`src/rtl/fupd_pkg.sv`:
```
// Package for the form-urlencoded pair decoder.
// Holds payload structs, status codes, character constants, controller
// states, command/status bundles and the hex digit helper. No dependencies.
package fupd_pkg;

   typedef struct packed {
      logic [7:0] in_byte;
      logic       end_of_data;
   } req_type;

   typedef struct packed {
      logic [7:0] out_byte;
      logic       byte_valid;
      logic       part;
      logic       part_end;
      logic       string_done;
      logic [1:0] status;
      logic       last;
   } rsp_type;

   localparam logic [1:0] STATUS_OK       = 2'd0;
   localparam logic [1:0] STATUS_OVERFLOW = 2'd1;
   localparam logic [1:0] STATUS_STOPPED  = 2'd2;

   localparam logic [7:0] CHAR_PERCENT = 8'h25;
   localparam logic [7:0] CHAR_PLUS    = 8'h2B;
   localparam logic [7:0] CHAR_AMP     = 8'h26;
   localparam logic [7:0] CHAR_EQUAL   = 8'h3D;
   localparam logic [7:0] CHAR_SPACE   = 8'h20;
   localparam logic [7:0] CHAR_NUL     = 8'h00;

   typedef enum logic [3:0] {
      ST_IDLE,
      ST_READ,
      ST_CHAR,
      ST_HEX1,
      ST_HEX2,
      ST_EMIT,
      ST_END,
      ST_STOP,
      ST_DONE,
      ST_FIN
   } state_type;

   typedef enum logic [2:0] {
      EMIT_NONE,
      EMIT_DATA,
      EMIT_CLOSE,
      EMIT_STOP,
      EMIT_DONE
   } emit_type;

   localparam logic [1:0] RD_OFF_CHAR = 2'd0;
   localparam logic [1:0] RD_OFF_HEX1 = 2'd1;
   localparam logic [1:0] RD_OFF_HEX2 = 2'd2;

   typedef struct packed {
      logic       accept;
      logic       start_part;
      logic       part_sel;
      logic       rd_en;
      logic [1:0] rd_off;
      logic       take_char;
      logic       zero_v;
      logic       take_hex1;
      logic       take_hex2;
      logic       load_pend;
      emit_type   emit;
      logic       finish;
      logic       finish_stop;
   } cmd_type;

   typedef struct packed {
      logic seg_end;
      logic has_split;
      logic nonempty_amp;
      logic eod_in;
      logic ptr_lt_hi;
      logic has1;
      logic has2;
      logic is_pct;
      logic v_zero;
      logic pend_valid;
      logic out_free;
      logic part;
   } stat_type;

   typedef struct packed {
      logic       valid;
      logic [3:0] value;
   } hex_type;

   function automatic hex_type hex_digit(input logic [7:0] c);
      hex_type h;
      h.valid = 1'b1;
      h.value = 4'd0;
      if (c >= 8'h30 && c <= 8'h39) begin
         h.value = 4'(c - 8'h30);
      end else if (c >= 8'h61 && c <= 8'h66) begin
         h.value = 4'(c - 8'h57);
      end else if (c >= 8'h41 && c <= 8'h46) begin
         h.value = 4'(c - 8'h37);
      end else begin
         h.valid = 1'b0;
      end
      return h;
   endfunction

endpackage

```
`src/rtl/fupd_ram.sv`:
```
// Generic single-write, single-read RAM with registered read data.
// Standalone; no package dependency.
module fupd_ram #(
   parameter int WIDTH = 8,
   parameter int DEPTH = 48
) (
   input  logic                     clock,
   input  logic                     we,
   input  logic [$clog2(DEPTH)-1:0] waddr,
   input  logic [WIDTH-1:0]         wdata,
   input  logic                     re,
   input  logic [$clog2(DEPTH)-1:0] raddr,
   output logic [WIDTH-1:0]         rdata
);

   logic [WIDTH-1:0] mem_ff [DEPTH];
   logic [WIDTH-1:0] rdata_ff;

   always_ff @(posedge clock) begin
      if (we) begin
         mem_ff[waddr] <= wdata;
      end
      if (re) begin
         rdata_ff <= mem_ff[raddr];
      end
   end

   assign rdata = rdata_ff;

endmodule

```
`src/rtl/fupd_datapath.sv`:
```
// Datapath: segment bookkeeping, segment buffer, byte decoder, pending
// item and result register. Uses fupd_pkg and fupd_ram.
module fupd_datapath #(
   parameter int SEGMENT_DEPTH = 48
) (
   input  logic              clock,
   input  logic              reset,
   input  fupd_pkg::req_type req_payload,
   input  fupd_pkg::cmd_type cmd,
   output fupd_pkg::stat_type stat,
   output logic              rsp_valid,
   input  logic              rsp_ready,
   output fupd_pkg::rsp_type rsp_payload
);

   localparam int AW = $clog2(SEGMENT_DEPTH);
   localparam int LW = $clog2(SEGMENT_DEPTH + 1);
   localparam int PW = $clog2(SEGMENT_DEPTH + 3);
   localparam logic [LW-1:0] DEPTH_L = LW'(SEGMENT_DEPTH);

   logic [LW-1:0] len_ff, len_in;
   logic [AW-1:0] split_ff, split_in;
   logic          seen_ff, seen_in;
   logic          ovf_ff, ovf_in;
   logic          stopped_ff, stopped_in;
   logic          eod_ff, eod_in;
   logic          zero_ff, zero_in;
   logic          part_ff, part_in;
   logic [PW-1:0] ptr_ff, ptr_in;
   logic [3:0]    val_ff, val_in;
   logic [7:0]    v_ff, v_in;
   logic [7:0]    pend_ff, pend_in;
   logic          pend_valid_ff, pend_valid_in;
   fupd_pkg::rsp_type rsp_ff, rsp_in;
   logic          rsp_valid_ff, rsp_valid_in;

   logic          delim;
   logic          room;
   logic          store;
   logic [LW-1:0] hi;
   logic [PW-1:0] hi_p;
   logic [PW-1:0] raddr_p;
   logic [7:0]    rdata;
   logic          out_free;
   logic [1:0]    seg_status;
   fupd_pkg::hex_type hd;

   assign delim = (req_payload.in_byte == fupd_pkg::CHAR_AMP)
                  || (req_payload.in_byte == fupd_pkg::CHAR_NUL);
   assign room  = (len_ff < DEPTH_L);
   assign store = !stopped_ff && !delim && room;
   assign hi    = part_ff ? len_ff : LW'(split_ff);
   assign hi_p  = PW'(hi);
   assign raddr_p = ptr_ff + PW'(cmd.rd_off);
   assign out_free = !rsp_valid_ff || rsp_ready;
   assign seg_status = ovf_ff ? fupd_pkg::STATUS_OVERFLOW : fupd_pkg::STATUS_OK;
   assign hd = fupd_pkg::hex_digit(rdata);

   fupd_ram #(
      .WIDTH(8),
      .DEPTH(SEGMENT_DEPTH)
   ) u_ram (
      .clock(clock),
      .we   (cmd.accept && store),
      .waddr(len_ff[AW-1:0]),
      .wdata(req_payload.in_byte),
      .re   (cmd.rd_en),
      .raddr(raddr_p[AW-1:0]),
      .rdata(rdata)
   );

   always_comb begin
      stat.seg_end      = !stopped_ff && (delim || req_payload.end_of_data);
      stat.has_split    = seen_ff
                          || (store && req_payload.in_byte == fupd_pkg::CHAR_EQUAL);
      stat.nonempty_amp = (len_ff != '0) || store
                          || (req_payload.in_byte == fupd_pkg::CHAR_AMP);
      stat.eod_in       = req_payload.end_of_data;
      stat.ptr_lt_hi    = (ptr_ff < hi_p);
      stat.has1         = ((ptr_ff + PW'(1)) < hi_p);
      stat.has2         = ((ptr_ff + PW'(2)) < hi_p);
      stat.is_pct       = (rdata == fupd_pkg::CHAR_PERCENT);
      stat.v_zero       = (v_ff == 8'd0);
      stat.pend_valid   = pend_valid_ff;
      stat.out_free     = out_free;
      stat.part         = part_ff;
   end

   always_comb begin
      len_in        = len_ff;
      split_in      = split_ff;
      seen_in       = seen_ff;
      ovf_in        = ovf_ff;
      stopped_in    = stopped_ff;
      eod_in        = eod_ff;
      zero_in       = zero_ff;
      part_in       = part_ff;
      ptr_in        = ptr_ff;
      val_in        = val_ff;
      v_in          = v_ff;
      pend_in       = pend_ff;
      pend_valid_in = pend_valid_ff;
      rsp_in        = rsp_ff;
      rsp_valid_in  = rsp_valid_ff && !rsp_ready;

      if (cmd.accept) begin
         eod_in  = req_payload.end_of_data;
         zero_in = (req_payload.in_byte == fupd_pkg::CHAR_NUL);
         if (!stopped_ff && !delim) begin
            if (room) begin
               if (req_payload.in_byte == fupd_pkg::CHAR_EQUAL) begin
                  split_in = len_ff[AW-1:0];
                  seen_in  = 1'b1;
               end
               len_in = len_ff + LW'(1);
            end else begin
               ovf_in = 1'b1;
            end
         end
      end

      if (cmd.start_part) begin
         part_in       = cmd.part_sel;
         ptr_in        = cmd.part_sel ? (PW'(split_ff) + PW'(1)) : '0;
         pend_valid_in = 1'b0;
      end

      if (cmd.take_char) begin
         v_in   = (rdata == fupd_pkg::CHAR_PLUS) ? fupd_pkg::CHAR_SPACE : rdata;
         ptr_in = ptr_ff + PW'(1);
      end
      if (cmd.zero_v) begin
         v_in = 8'd0;
      end
      if (cmd.take_hex1) begin
         val_in = hd.valid ? hd.value : 4'd0;
         v_in   = {4'd0, val_in};
         ptr_in = ptr_ff + PW'(3);
      end
      if (cmd.take_hex2 && hd.valid) begin
         v_in = {val_ff, hd.value};
      end

      rsp_in.string_done = 1'b0;
      rsp_in.last        = 1'b0;
      unique case (cmd.emit)
         fupd_pkg::EMIT_DATA: begin
            rsp_in.out_byte   = pend_ff;
            rsp_in.byte_valid = 1'b1;
            rsp_in.part       = part_ff;
            rsp_in.part_end   = 1'b0;
            rsp_in.status     = seg_status;
            rsp_valid_in      = 1'b1;
         end
         fupd_pkg::EMIT_CLOSE: begin
            rsp_in.out_byte    = pend_valid_ff ? pend_ff : 8'd0;
            rsp_in.byte_valid  = pend_valid_ff;
            rsp_in.part        = part_ff;
            rsp_in.part_end    = 1'b1;
            rsp_in.status      = seg_status;
            rsp_in.last        = part_ff;
            rsp_in.string_done = part_ff && eod_ff;
            rsp_valid_in       = 1'b1;
            pend_valid_in      = 1'b0;
         end
         fupd_pkg::EMIT_STOP: begin
            rsp_in.out_byte    = 8'd0;
            rsp_in.byte_valid  = 1'b0;
            rsp_in.part        = 1'b0;
            rsp_in.part_end    = 1'b0;
            rsp_in.status      = fupd_pkg::STATUS_STOPPED;
            rsp_in.last        = 1'b1;
            rsp_in.string_done = eod_ff;
            rsp_valid_in       = 1'b1;
         end
         fupd_pkg::EMIT_DONE: begin
            rsp_in.out_byte    = 8'd0;
            rsp_in.byte_valid  = 1'b0;
            rsp_in.part        = 1'b0;
            rsp_in.part_end    = 1'b0;
            rsp_in.status      = fupd_pkg::STATUS_OK;
            rsp_in.last        = 1'b1;
            rsp_in.string_done = 1'b1;
            rsp_valid_in       = 1'b1;
         end
         default: begin
            rsp_in.string_done = rsp_ff.string_done;
            rsp_in.last        = rsp_ff.last;
         end
      endcase

      if (cmd.load_pend) begin
         pend_in       = v_ff;
         pend_valid_in = 1'b1;
      end

      if (cmd.finish) begin
         len_in     = '0;
         split_in   = '0;
         seen_in    = 1'b0;
         ovf_in     = 1'b0;
         stopped_in = eod_ff ? 1'b0 : (zero_ff || cmd.finish_stop);
      end
   end

   always_ff @(posedge clock) begin
      if (reset) begin
         len_ff        <= '0;
         split_ff      <= '0;
         seen_ff       <= 1'b0;
         ovf_ff        <= 1'b0;
         stopped_ff    <= 1'b0;
         pend_valid_ff <= 1'b0;
         rsp_valid_ff  <= 1'b0;
      end else begin
         len_ff        <= len_in;
         split_ff      <= split_in;
         seen_ff       <= seen_in;
         ovf_ff        <= ovf_in;
         stopped_ff    <= stopped_in;
         pend_valid_ff <= pend_valid_in;
         rsp_valid_ff  <= rsp_valid_in;
      end
   end

   always_ff @(posedge clock) begin
      eod_ff  <= eod_in;
      zero_ff <= zero_in;
      part_ff <= part_in;
      ptr_ff  <= ptr_in;
      val_ff  <= val_in;
      v_ff    <= v_in;
      pend_ff <= pend_in;
      rsp_ff  <= rsp_in;
   end

   assign rsp_valid   = rsp_valid_ff;
   assign rsp_payload = rsp_ff;

endmodule

```
`src/rtl/fupd_ctrl.sv`:
```
// Controller: sequences byte intake, replay of the buffered segment and
// marker results. Uses fupd_pkg; drives the datapath by command bundle.
module fupd_ctrl (
   input  logic               clock,
   input  logic               reset,
   input  logic               req_valid,
   output logic               req_ready,
   input  fupd_pkg::stat_type stat,
   output fupd_pkg::cmd_type  cmd
);

   fupd_pkg::state_type state_ff, state_in;

   always_ff @(posedge clock) begin
      if (reset) begin
         state_ff <= fupd_pkg::ST_IDLE;
      end else begin
         state_ff <= state_in;
      end
   end

   always_comb begin
      state_in = state_ff;
      cmd      = '0;
      cmd.emit = fupd_pkg::EMIT_NONE;
      req_ready = 1'b0;

      unique case (state_ff)
         fupd_pkg::ST_IDLE: begin
            req_ready = 1'b1;
            if (req_valid) begin
               cmd.accept = 1'b1;
               if (stat.seg_end && stat.has_split) begin
                  cmd.start_part = 1'b1;
                  cmd.part_sel   = 1'b0;
                  state_in       = fupd_pkg::ST_READ;
               end else if (stat.seg_end && stat.nonempty_amp) begin
                  state_in = fupd_pkg::ST_STOP;
               end else if (stat.eod_in) begin
                  state_in = fupd_pkg::ST_DONE;
               end else if (stat.seg_end) begin
                  state_in = fupd_pkg::ST_FIN;
               end
            end
         end
         fupd_pkg::ST_READ: begin
            if (stat.ptr_lt_hi) begin
               cmd.rd_en  = 1'b1;
               cmd.rd_off = fupd_pkg::RD_OFF_CHAR;
               state_in   = fupd_pkg::ST_CHAR;
            end else begin
               state_in = fupd_pkg::ST_END;
            end
         end
         fupd_pkg::ST_CHAR: begin
            if (!stat.is_pct) begin
               cmd.take_char = 1'b1;
               state_in      = fupd_pkg::ST_EMIT;
            end else if (stat.has1) begin
               cmd.rd_en  = 1'b1;
               cmd.rd_off = fupd_pkg::RD_OFF_HEX1;
               state_in   = fupd_pkg::ST_HEX1;
            end else begin
               cmd.zero_v = 1'b1;
               state_in   = fupd_pkg::ST_EMIT;
            end
         end
         fupd_pkg::ST_HEX1: begin
            cmd.take_hex1 = 1'b1;
            if (stat.has2) begin
               cmd.rd_en  = 1'b1;
               cmd.rd_off = fupd_pkg::RD_OFF_HEX2;
               state_in   = fupd_pkg::ST_HEX2;
            end else begin
               state_in = fupd_pkg::ST_EMIT;
            end
         end
         fupd_pkg::ST_HEX2: begin
            cmd.take_hex2 = 1'b1;
            state_in      = fupd_pkg::ST_EMIT;
         end
         fupd_pkg::ST_EMIT: begin
            if (stat.v_zero) begin
               state_in = fupd_pkg::ST_END;
            end else if (!stat.pend_valid) begin
               cmd.load_pend = 1'b1;
               state_in      = fupd_pkg::ST_READ;
            end else if (stat.out_free) begin
               cmd.emit      = fupd_pkg::EMIT_DATA;
               cmd.load_pend = 1'b1;
               state_in      = fupd_pkg::ST_READ;
            end
         end
         fupd_pkg::ST_END: begin
            if (stat.out_free) begin
               cmd.emit = fupd_pkg::EMIT_CLOSE;
               if (!stat.part) begin
                  cmd.start_part = 1'b1;
                  cmd.part_sel   = 1'b1;
                  state_in       = fupd_pkg::ST_READ;
               end else begin
                  cmd.finish = 1'b1;
                  state_in   = fupd_pkg::ST_IDLE;
               end
            end
         end
         fupd_pkg::ST_STOP: begin
            if (stat.out_free) begin
               cmd.emit        = fupd_pkg::EMIT_STOP;
               cmd.finish      = 1'b1;
               cmd.finish_stop = 1'b1;
               state_in        = fupd_pkg::ST_IDLE;
            end
         end
         fupd_pkg::ST_DONE: begin
            if (stat.out_free) begin
               cmd.emit   = fupd_pkg::EMIT_DONE;
               cmd.finish = 1'b1;
               state_in   = fupd_pkg::ST_IDLE;
            end
         end
         fupd_pkg::ST_FIN: begin
            cmd.finish = 1'b1;
            state_in   = fupd_pkg::ST_IDLE;
         end
         default: begin
            state_in = fupd_pkg::ST_IDLE;
         end
      endcase
   end

endmodule

```
`src/rtl/form_urlencoded_pair_decoder_unit.sv`:
```
// Form-urlencoded pair decoder, top level.
// Joins fupd_ctrl and fupd_datapath; uses fupd_pkg for payload types.
//
// Usage: raw encoded bytes enter on the req_ channel (valid/ready), one
// transfer per byte, end_of_data flagging the last byte of a string.
// Decoded name and value bytes, stop and done markers leave on the rsp_
// channel (valid/ready) as one struct per transfer; last marks the final
// result caused by an input byte.
// A byte that does not end a segment is taken at once and gives no result.
// A byte that ends a segment holds req_ready low while the segment buffer
// is replayed: a plain byte passes READ, CHAR and EMIT, an escape adds
// HEX1 and, with room, HEX2, a name or value end passes READ and END, and a
// marker passes STOP or DONE. The single registered read port of the
// segment buffer sets these steps. Each decoded byte waits in a pending
// register until the next one is decoded or its part ends, then moves to
// the output register; a marker waits only for that register to be free.
// While the receiver stalls, replay pauses at the next result; between
// segments input is still taken until a segment end starts the next replay.
// Reset (synchronous, active high) empties the segment, clears the stopped
// condition and drops any unsent result; the buffer needs no clearing pass.
module form_urlencoded_pair_decoder_unit #(
   parameter int SEGMENT_DEPTH = 48
) (
   input  logic              clock,
   input  logic              reset,
   input  logic              req_valid,
   output logic              req_ready,
   input  fupd_pkg::req_type req_payload,
   output logic              rsp_valid,
   input  logic              rsp_ready,
   output fupd_pkg::rsp_type rsp_payload
);

   fupd_pkg::cmd_type  cmd;
   fupd_pkg::stat_type stat;

   fupd_ctrl u_ctrl (
      .clock    (clock),
      .reset    (reset),
      .req_valid(req_valid),
      .req_ready(req_ready),
      .stat     (stat),
      .cmd      (cmd)
   );

   fupd_datapath #(
      .SEGMENT_DEPTH(SEGMENT_DEPTH)
   ) u_datapath (
      .clock      (clock),
      .reset      (reset),
      .req_payload(req_payload),
      .cmd        (cmd),
      .stat       (stat),
      .rsp_valid  (rsp_valid),
      .rsp_ready  (rsp_ready),
      .rsp_payload(rsp_payload)
   );

endmodule

```
`config.mk`:
```
export PLATFORM = sky130hd
export DESIGN_NAME = form_urlencoded_pair_decoder_unit
export DESIGN_NICKNAME = d
export VERILOG_FILES = /design/src/rtl/fupd_pkg.sv /design/src/rtl/fupd_ram.sv /design/src/rtl/fupd_datapath.sv /design/src/rtl/fupd_ctrl.sv /design/src/rtl/form_urlencoded_pair_decoder_unit.sv
export SDC_FILE = /design/constraint.sdc
export NUM_CORES = 1
export LEC_CHECK = 0
export ABC_AREA = 0
export BUFFER_PORTS_ARGS = -buffer_cell sky130_fd_sc_hd__buf_2
export CAP_MARGIN = 20
export CORE_ASPECT_RATIO = 0.9
export CORE_MARGIN = 4
export CORE_UTILIZATION = 35
export DETAILED_ROUTE_END_ITERATION = 8
export PLACE_DENSITY = 0.5
export SYNTH_ARGS = -nofsm -noshare
export SYNTH_HDL_FRONTEND = slang
export SYNTH_SLANG_ARGS = --single-unit
```
`constraint.sdc`:
```
create_clock -name clock -period 5.5 [get_ports clock]
set_input_delay 0 -clock clock [delete_from_list [all_inputs] [get_ports clock]]
set_output_delay 0 -clock clock [all_outputs]
set_load 0.03 [all_outputs]
```
Word-level counts from Yosys, hierarchy flattened

Memory sizes are Yosys's and may differ from the RTL's. A register that Yosys moved wholly into a read port is not among the register bits.
Cells that the tools add are included.

$add $sub $neg: 9
Eq/ne operators: 22
Mux-type cells: 75
Bitwise operators: 1
Reduce and logical (&&, ||, !) cells: 43
$lt $le $gt $ge: 10

Operator list:

| kind                                                           | number |
|---|---|
| 2-to-1 mux 4 bit                                               | 17 |
| 2-to-1 mux 8 bit                                               | 6 |
| one-hot mux 11 bit (3 select lines)                            | 1 |
| equality test 8 x 6 -> 1 bit, second input constant            | 4 |
| one-hot mux 4 bit (8 select lines)                             | 1 |
| 2-to-1 mux 3 bit                                               | 10 |
| 2-to-1 mux 6 bit                                               | 5 |
| 2-to-1 mux 1 bit                                               | 24 |
| adder 6 x 1 -> 6 bit, second input constant                    | 3 |
| < comparator 6 bit                                             | 3 |
| equality test 4 x 3 -> 1 bit, second input constant            | 4 |
| >= comparator 8 x 7 -> 1 bit, second input constant            | 2 |
| less-or-equal comparator 8 x 7 -> 1 bit, second input constant | 2 |
| zero test 8 bit                                                | 2 |
| logical AND 1 bit                                              | 13 |
| adder 6 x 2 -> 6 bit, second input constant                    | 2 |
| one-hot mux 3 bit (4 select lines)                             | 1 |
| nonzero test 3 bit                                             | 4 |
| one-hot mux 3 bit (3 select lines)                             | 1 |
| equality test 4 x 2 -> 1 bit, second input constant            | 2 |
| equality test 4 bit, second input constant                     | 2 |
| >= comparator 8 x 6 -> 1 bit, second input constant            | 1 |
| less-or-equal comparator 8 x 6 -> 1 bit, second input constant | 1 |
| 2-to-1 mux 2 bit                                               | 4 |
| 27 further kinds                                               | 45 |

Bits in writable memories: 384
Register bits after elaboration: 65
Memories kept: 1
Logic and storage cells: 183
Bits of input ports: 13

Memory list:

| memory                  | words | bits a word | rd ports | clocked after Yosys merged registers in | wr ports | line           | source |
|---|---|---|---|---|---|---|---|
| u_datapath.u_ram.mem_ff | 48    | 8           | 1        | 1                                       | 1        | fupd_ram.sv:16 | `logic [WIDTH-1:0] mem_ff [DEPTH];` |

Longest topological paths before layout

Depth after elaboration: 15
Depth in mapped cells: 18

By module

From an unflattened synthesis, not the netlist that was laid out.

Cell total of the unflattened synthesis: 1236
Area, all modules: 19695.1 µm²

By module, submodules not included:

| module        | times used | cells each | area an instance (µm²) |
|---|---|---|---|
| fupd_ram      | 1          | 790        | 15408.5 |
| fupd_datapath | 1          | 367        | 3732.3 |
| fupd_ctrl     | 1          | 79         | 554.3 |

Worst setup path after synthesis

Ideal clock, no wire load.

Kind: register to register
Start: register u_datapath.ptr_ff[4]
End: register u_datapath.u_ram.rdata_ff[5] (netlist: u_datapath.u_ram.rdata[5]), read port of u_datapath.u_ram.mem_ff (data pin)
Period minus slack after synthesis: 4.511 ns
Stages on the path, launching flop included: 17
Path buffers: 3
Setup time: 0.268 ns
Path slack: 0.989 ns
Data required time: 5.232 ns
Arrival: 4.242 ns
Cell sequence: edfxtp_1 clkbuf_1 buf_2 nand4_1 xnor2_1 ha_1 nand2_1 o21ai_0 a21oi_1 and3_1 ha_1 fa_1 xnor2_1 buf_4 mux4_2 nand2_1 o31ai_1

Longest elaborated chain between the ends: 6
Elaborated cells on any way between the ends: 11

Ends and longest elaborated chain:

| what                               | line                 | source |
|---|---|---|
| start: declaration                 | fupd_datapath.sv:29  | `logic [PW-1:0] ptr_ff, ptr_in;` |
| start signal: assignment           | fupd_datapath.sv:230 | `ptr_ff <= ptr_in;` |
| adder 6 x 1 -> 6 bit               | fupd_datapath.sv:80  | `stat.has1 = ((ptr_ff + PW'(1)) < hi_p);` |
| < comparator 6 bit                 | fupd_datapath.sv:80  |  |
| 2-to-1 mux 3 bit                   | fupd_ctrl.sv:59      | `end else if (stat.has1) begin` |
| 2-to-1 mux 3 bit                   | fupd_ctrl.sv:56      | `if (!stat.is_pct) begin` |
| one-hot mux 3 bit (3 select lines) | fupd_ctrl.sv:28      | `unique case (state_ff)` |
| adder 6 x 2 -> 6 bit               | fupd_datapath.sv:54  | `assign raddr_p = ptr_ff + PW'(cmd.rd_off);` |
| end: declaration                   | fupd_ram.sv:17       | `logic [WIDTH-1:0] rdata_ff;` |

Several ways; a longest one is shown, not always the timed one.
A chain may end at the register's enable or synchronous reset.

Worst setup path in the final report

Start: register u_datapath.ptr_ff[1]
End: register u_datapath.u_ram.rdata_ff[0] (netlist: u_datapath.u_ram.rdata[0]), read port of u_datapath.u_ram.mem_ff (data pin)

The elaborated chain is that of the path after synthesis.

==> metrics.md <==
| Metric | Value |
|---|---|
| Sequential fraction of the synthesis area | `70.46%` |
| Unrepaired setup endpoints after global routing | `no` |
| Critical R2R Launch | `u_datapath.ptr_ff[1]` |
| Part of the cycle the worst path needs | `93.88%` |
| Worst max-slew margin expressed relative to the limit | `26.61%` |
| Maximum clock frequency | `0.1937 GHz` |
| Number of synthesized register bits | `457` |
| Worst Reg-to-Reg Cells | `15` |
| Final Wtd Congestion | `0.8199` |
| Setup Viol. Count Final | `0` |
| Crit Reg-Reg Endpoint | `u_datapath.u_ram.rdata[0]` |
| Class of the tightest hold or removal check | `in2reg` |
| Worst min-delay path startpoint | `req_payload[7]` |
| Reg-to-reg slack, setup | `340 ps` |
| Number of hold-slack violations in the final timing report | `0` |
| Area of the multi-input gates | `0.005348 mm2` |
| Count of non-filler cells in the finished layout | `1,853` |
| Number of enable-type register cells in the synthesized netlist | `436` |
| Most common cell in the netlist | `sky130_fd_sc_hd__edfxtp_1` |
| WS Path Type | `reg2reg` |
| First-pass DRT Iterations | `5` |
| Critical Path End Type | `flip-flop` |
| Synthesis warning total | `0` |
| Data arrival time of the worst path | `5450 ps` |
| I/O pin count | `30` |
| Placeable core region | `0.05432 mm2` |
| Worst setup SP type | `flip-flop` |
| Port buffer count | `29` |
| Sequential Area | `0.01351 mm2` |
| Share of layout cells above drive strength 1 | `22.41%` |
| Post-detailed-route count of antenna-violating nets | `0` |
| Total negative slack for setup checks | `0 ps` |
| Cell taking the most area after synthesis | `sky130_fd_sc_hd__edfxtp_1` |
| Overall overflow remaining after global route | `0` |
| Commonest cells in the netlist | `436 x sky130_fd_sc_hd__edfxtp_1, 112 x sky130_fd_sc_hd__mux4_2, 103 x sky130_fd_sc_hd__nor2_1` |
| Number of H-tree levels | `2` |
| Share of flip-flops with an asynchronous set or reset | `0%` |
| Most instantiated flip-flop cell in the synthesis netlist | `sky130_fd_sc_hd__edfxtp_1` |
| Syn_area_per_cell | `18.26 um2` |
| Pwr dens | `419.2 mW/mm2` |
| Worst-Margin Slew | `1097 ps` |
| Floorplan die width | `254.7 um` |
| Post-Place Cells | `1,763` |
| Largest net degree at the start of global routing | `51` |
| Cell Rows | `81` |
| Final count of pins violating max slew | `0` |
| LEAKAGE | `7.027 nW` |
| Net count, final | `1,157` |
| Post-DP HPWL | `30,240 um` |
| Hold Path Sink | `u_datapath.u_ram.mem_ff[22][6]` |
| IR Drop Worst-Case VDD | `0.2345 mV` |
| Run status | `completed` |
| Number of buffers between clock root and the deepest sink | `3` |
| Count of cells along the worst hold path | `2` |
| Top-area cell type share of the netlist area | `68.27%` |
| Overall routing resource usage | `16.01%` |
| Number of sinks handled by clock tree synthesis | `457` |
| Layout fillers | `4,881` |
| Count of routing violations after the opening detailed-route iteration | `754` |
| Cell at the root of the clock tree | `sky130_fd_sc_hd__clkbuf_16` |
| Gate count after technology mapping | `1,050` |
| Required time of the worst setup path | `5790 ps` |
| Number of distinct library cell variants in the gate-level netlist after synthesis | `77` |
| Wirelength per Cell | `25.11 um` |
| TritonCTS clock tree | `built` |
| Total wire length after detailed routing | `46,540 um` |
| DR vias | `9,943` |
| Clk Latency, worst-skew pair | `590 ps` |
| Starting density of the core | `35.30%` |
| Via count of the first global-routing pass | `10,160` |
| Via count normalized by instance count | `5.366` |
| Vert. Die Dim | `230.1 um` |
| Global-route wire length before repair | `69,050 um` |
| Clock Pin Slew Worst Setup and Hold Paths | `60 ps` |
| Net Count, Synth | `1,092` |
| Final Critical Period | `5163 ps` |
| Overall die area | `0.05861 mm2` |
| CTS Buf Count | `47` |
| Setup Skew | `36.74 ps` |
| Most area-consuming cells after synthesis | `sky130_fd_sc_hd__edfxtp_1 68%, sky130_fd_sc_hd__mux4_2 13%, sky130_fd_sc_hd__dfxtp_1 2.2%, sky130_fd_sc_hd__nor2_1 2.0%, sky130_fd_sc_hd__ha_1 1.8%` |
| Worst-path fanout max | `32` |
| Number of antenna violations at the first check in global routing | `1` |
| Netlist area before placement | `0.01918 mm2` |
| Drc violations | `0` |
| Area growth, synth to finish | `13.37%` |
| Resized cells post-CTS | `0` |
| Max Cap Viol | `0` |
-- logic make-up after synthesis --
family	Yosys count	share of synthesized area, %
mux	142	14.72
flops	457	70.46
simple gates	224	5.813
xor+xnor	23	1.050
buf+inv	67	1.892
compound gates	108	4.130
fa+ha+maj	29	1.931
-- report_power, final --
group / switching (mW) / internal [mW]
registers: 0.119 / 3.99
logic: 1.15 / 0.840
clock network: 1.32 / 1.69
total: 2.59 / 6.53
-- how the worst max path moves through the flow --
stage	startpoint	endpoint	slack (ps)	cells after the start
floorplan	u_datapath.ptr_ff[4]	u_datapath.u_ram.rdata[5]	990	16
global placement	u_datapath.ptr_ff[1]	u_datapath.u_ram.rdata[0]	440	15
detailed placement	u_datapath.ptr_ff[1]	u_datapath.u_ram.rdata[0]	400	15
CTS	u_datapath.ptr_ff[1]	u_datapath.u_ram.rdata[0]	360	15
global route	u_datapath.ptr_ff[1]	u_datapath.u_ram.rdata[0]	70	15
finish	u_datapath.ptr_ff[1]	u_datapath.u_ram.rdata[0]	340	15
-- registers in the layout (all words and copies together), names as in the netlist --
signal,flops
u_datapath.seen_ff,1
u_datapath.ptr_ff,6
u_datapath.len_ff,6
u_datapath.u_ram.mem_ff,384
u_datapath.split_ff,6
u_datapath.val_ff,4
u_datapath.pend_ff,8
u_datapath.eod_ff,1
u_ctrl.state_ff,4
u_datapath.v_ff,8
u_datapath.part_ff,1
u_datapath.rsp_payload,15
u_datapath.zero_ff,1
u_datapath.pend_valid_ff,1
u_datapath.rsp_valid,1
u_datapath.stopped_ff,1
u_datapath.u_ram.rdata,8
u_datapath.ovf_ff,1
-- placed cells by master (no fill, tap or decap), types with 4 or more instances in the layout --
cell | Yosys | routed
sky130_fd_sc_hd__a32o_1 | 4 | 4
sky130_fd_sc_hd__o31ai_1 | 10 | 10
sky130_fd_sc_hd__buf_4 | 9 | 25
sky130_fd_sc_hd__clkbuf_1 | 14 | 12
sky130_fd_sc_hd__nor2b_1 | 7 | 7
sky130_fd_sc_hd__xnor2_1 | 12 | 11
sky130_fd_sc_hd__xor2_1 | 11 | 10
sky130_fd_sc_hd__buf_12 | 0 | 6
sky130_fd_sc_hd__clkinv_1 | 0 | 8
sky130_fd_sc_hd__mux4_2 | 112 | 112
sky130_fd_sc_hd__ha_1 | 28 | 27
sky130_fd_sc_hd__buf_2 | 15 | 30
sky130_fd_sc_hd__dlygate4sd3_1 | 0 | 6
sky130_fd_sc_hd__nor3_1 | 8 | 8
sky130_fd_sc_hd__dfxtp_1 | 21 | 21
sky130_fd_sc_hd__or2_2 | 4 | 4
sky130_fd_sc_hd__or3_1 | 4 | 4
sky130_fd_sc_hd__edfxtp_1 | 436 | 436
sky130_fd_sc_hd__and3_1 | 4 | 4
sky130_fd_sc_hd__nand3_1 | 18 | 18
sky130_fd_sc_hd__inv_1 | 16 | 16
sky130_fd_sc_hd__o21ai_0 | 8 | 8
sky130_fd_sc_hd__nand2_1 | 37 | 37
sky130_fd_sc_hd__a21oi_1 | 22 | 22
sky130_fd_sc_hd__a31oi_1 | 9 | 9
sky130_fd_sc_hd__and2_1 | 8 | 8
sky130_fd_sc_hd__a22o_1 | 16 | 16
sky130_fd_sc_hd__mux2i_1 | 30 | 30
sky130_fd_sc_hd__clkbuf_16 | 0 | 48
sky130_fd_sc_hd__clkinv_2 | 0 | 5
sky130_fd_sc_hd__o211ai_1 | 4 | 4
sky130_fd_sc_hd__nor2_1 | 103 | 103
sky130_fd_sc_hd__a221oi_1 | 5 | 5
-- repair_timing --
| item | CTS | global route |
|---|---|---|
| buffers inserted | 0 | 0 |
| hold buffers | 6 | 0 |
| hold endpoints to repair | 34 | 0 |
-- critical path, cell delays in order (launching register included) --
cell and delay (ps):
sky130_fd_sc_hd__edfxtp_1 530, sky130_fd_sc_hd__ha_1 320, sky130_fd_sc_hd__nand4_1 140, sky130_fd_sc_hd__xnor2_1 170
sky130_fd_sc_hd__ha_1 310, sky130_fd_sc_hd__nand2_1 70, sky130_fd_sc_hd__o21ai_0 190, sky130_fd_sc_hd__a21oi_1 100
sky130_fd_sc_hd__and3_1 230, sky130_fd_sc_hd__ha_4 190, sky130_fd_sc_hd__fa_4 990, sky130_fd_sc_hd__buf_12 270
sky130_fd_sc_hd__mux4_2 370, sky130_fd_sc_hd__mux4_2 480, sky130_fd_sc_hd__nor2_1 330, sky130_fd_sc_hd__o31ai_1 160
-- metal layers --
| layer | part of all wire (%) | global-route usage (%) | routed length, um | vias to the layer above |
|---|---|---|---|---|
| li1 | - | - | - | 4374 |
| met1 | 48 | 24.00 | 22250 | 5262 |
| met2 | 46 | 24.42 | 21280 | 238 |
| met3 | 4.5 | 2.884 | 2098 | 69 |
| met4 | 1.9 | 3.904 | 906 | 0 |
| met5 | 0 | 0 | 0 | - |
-- cell type report --
class / count / share of cell area [%]
Sequential cell: 457 / 62.15
Clock inverter: 21 / 0.7884
Antenna cell: 1 / 0.01151
Timing Repair Buffer: 67 / 2.383
Multi-Input combinational cell: 526 / 24.60
Tap cell: 705 / 4.057
Clock buffer: 60 / 5.732
Inverter: 16 / 0.2762
-- per-stage QoR --
step           power, mW  setup WS [ps]  instance area, um2  utilization [%]  hold slack, ps
2_1_floorplan      5.565          989.1               19180                -           98.87
3_3_place_gp       6.191          440.6               20250            37.27           258.7
3_5_place_dp       6.189          401.8               20250            37.27           261.6
4_1_cts            9.209          360.3               21730            39.99           18.13
5_1_grt            9.519          65.50               21740            40.02           23.96
6_report           9.113          336.6               21740            40.02           14.51
Power figures use the tool's default switching activity.
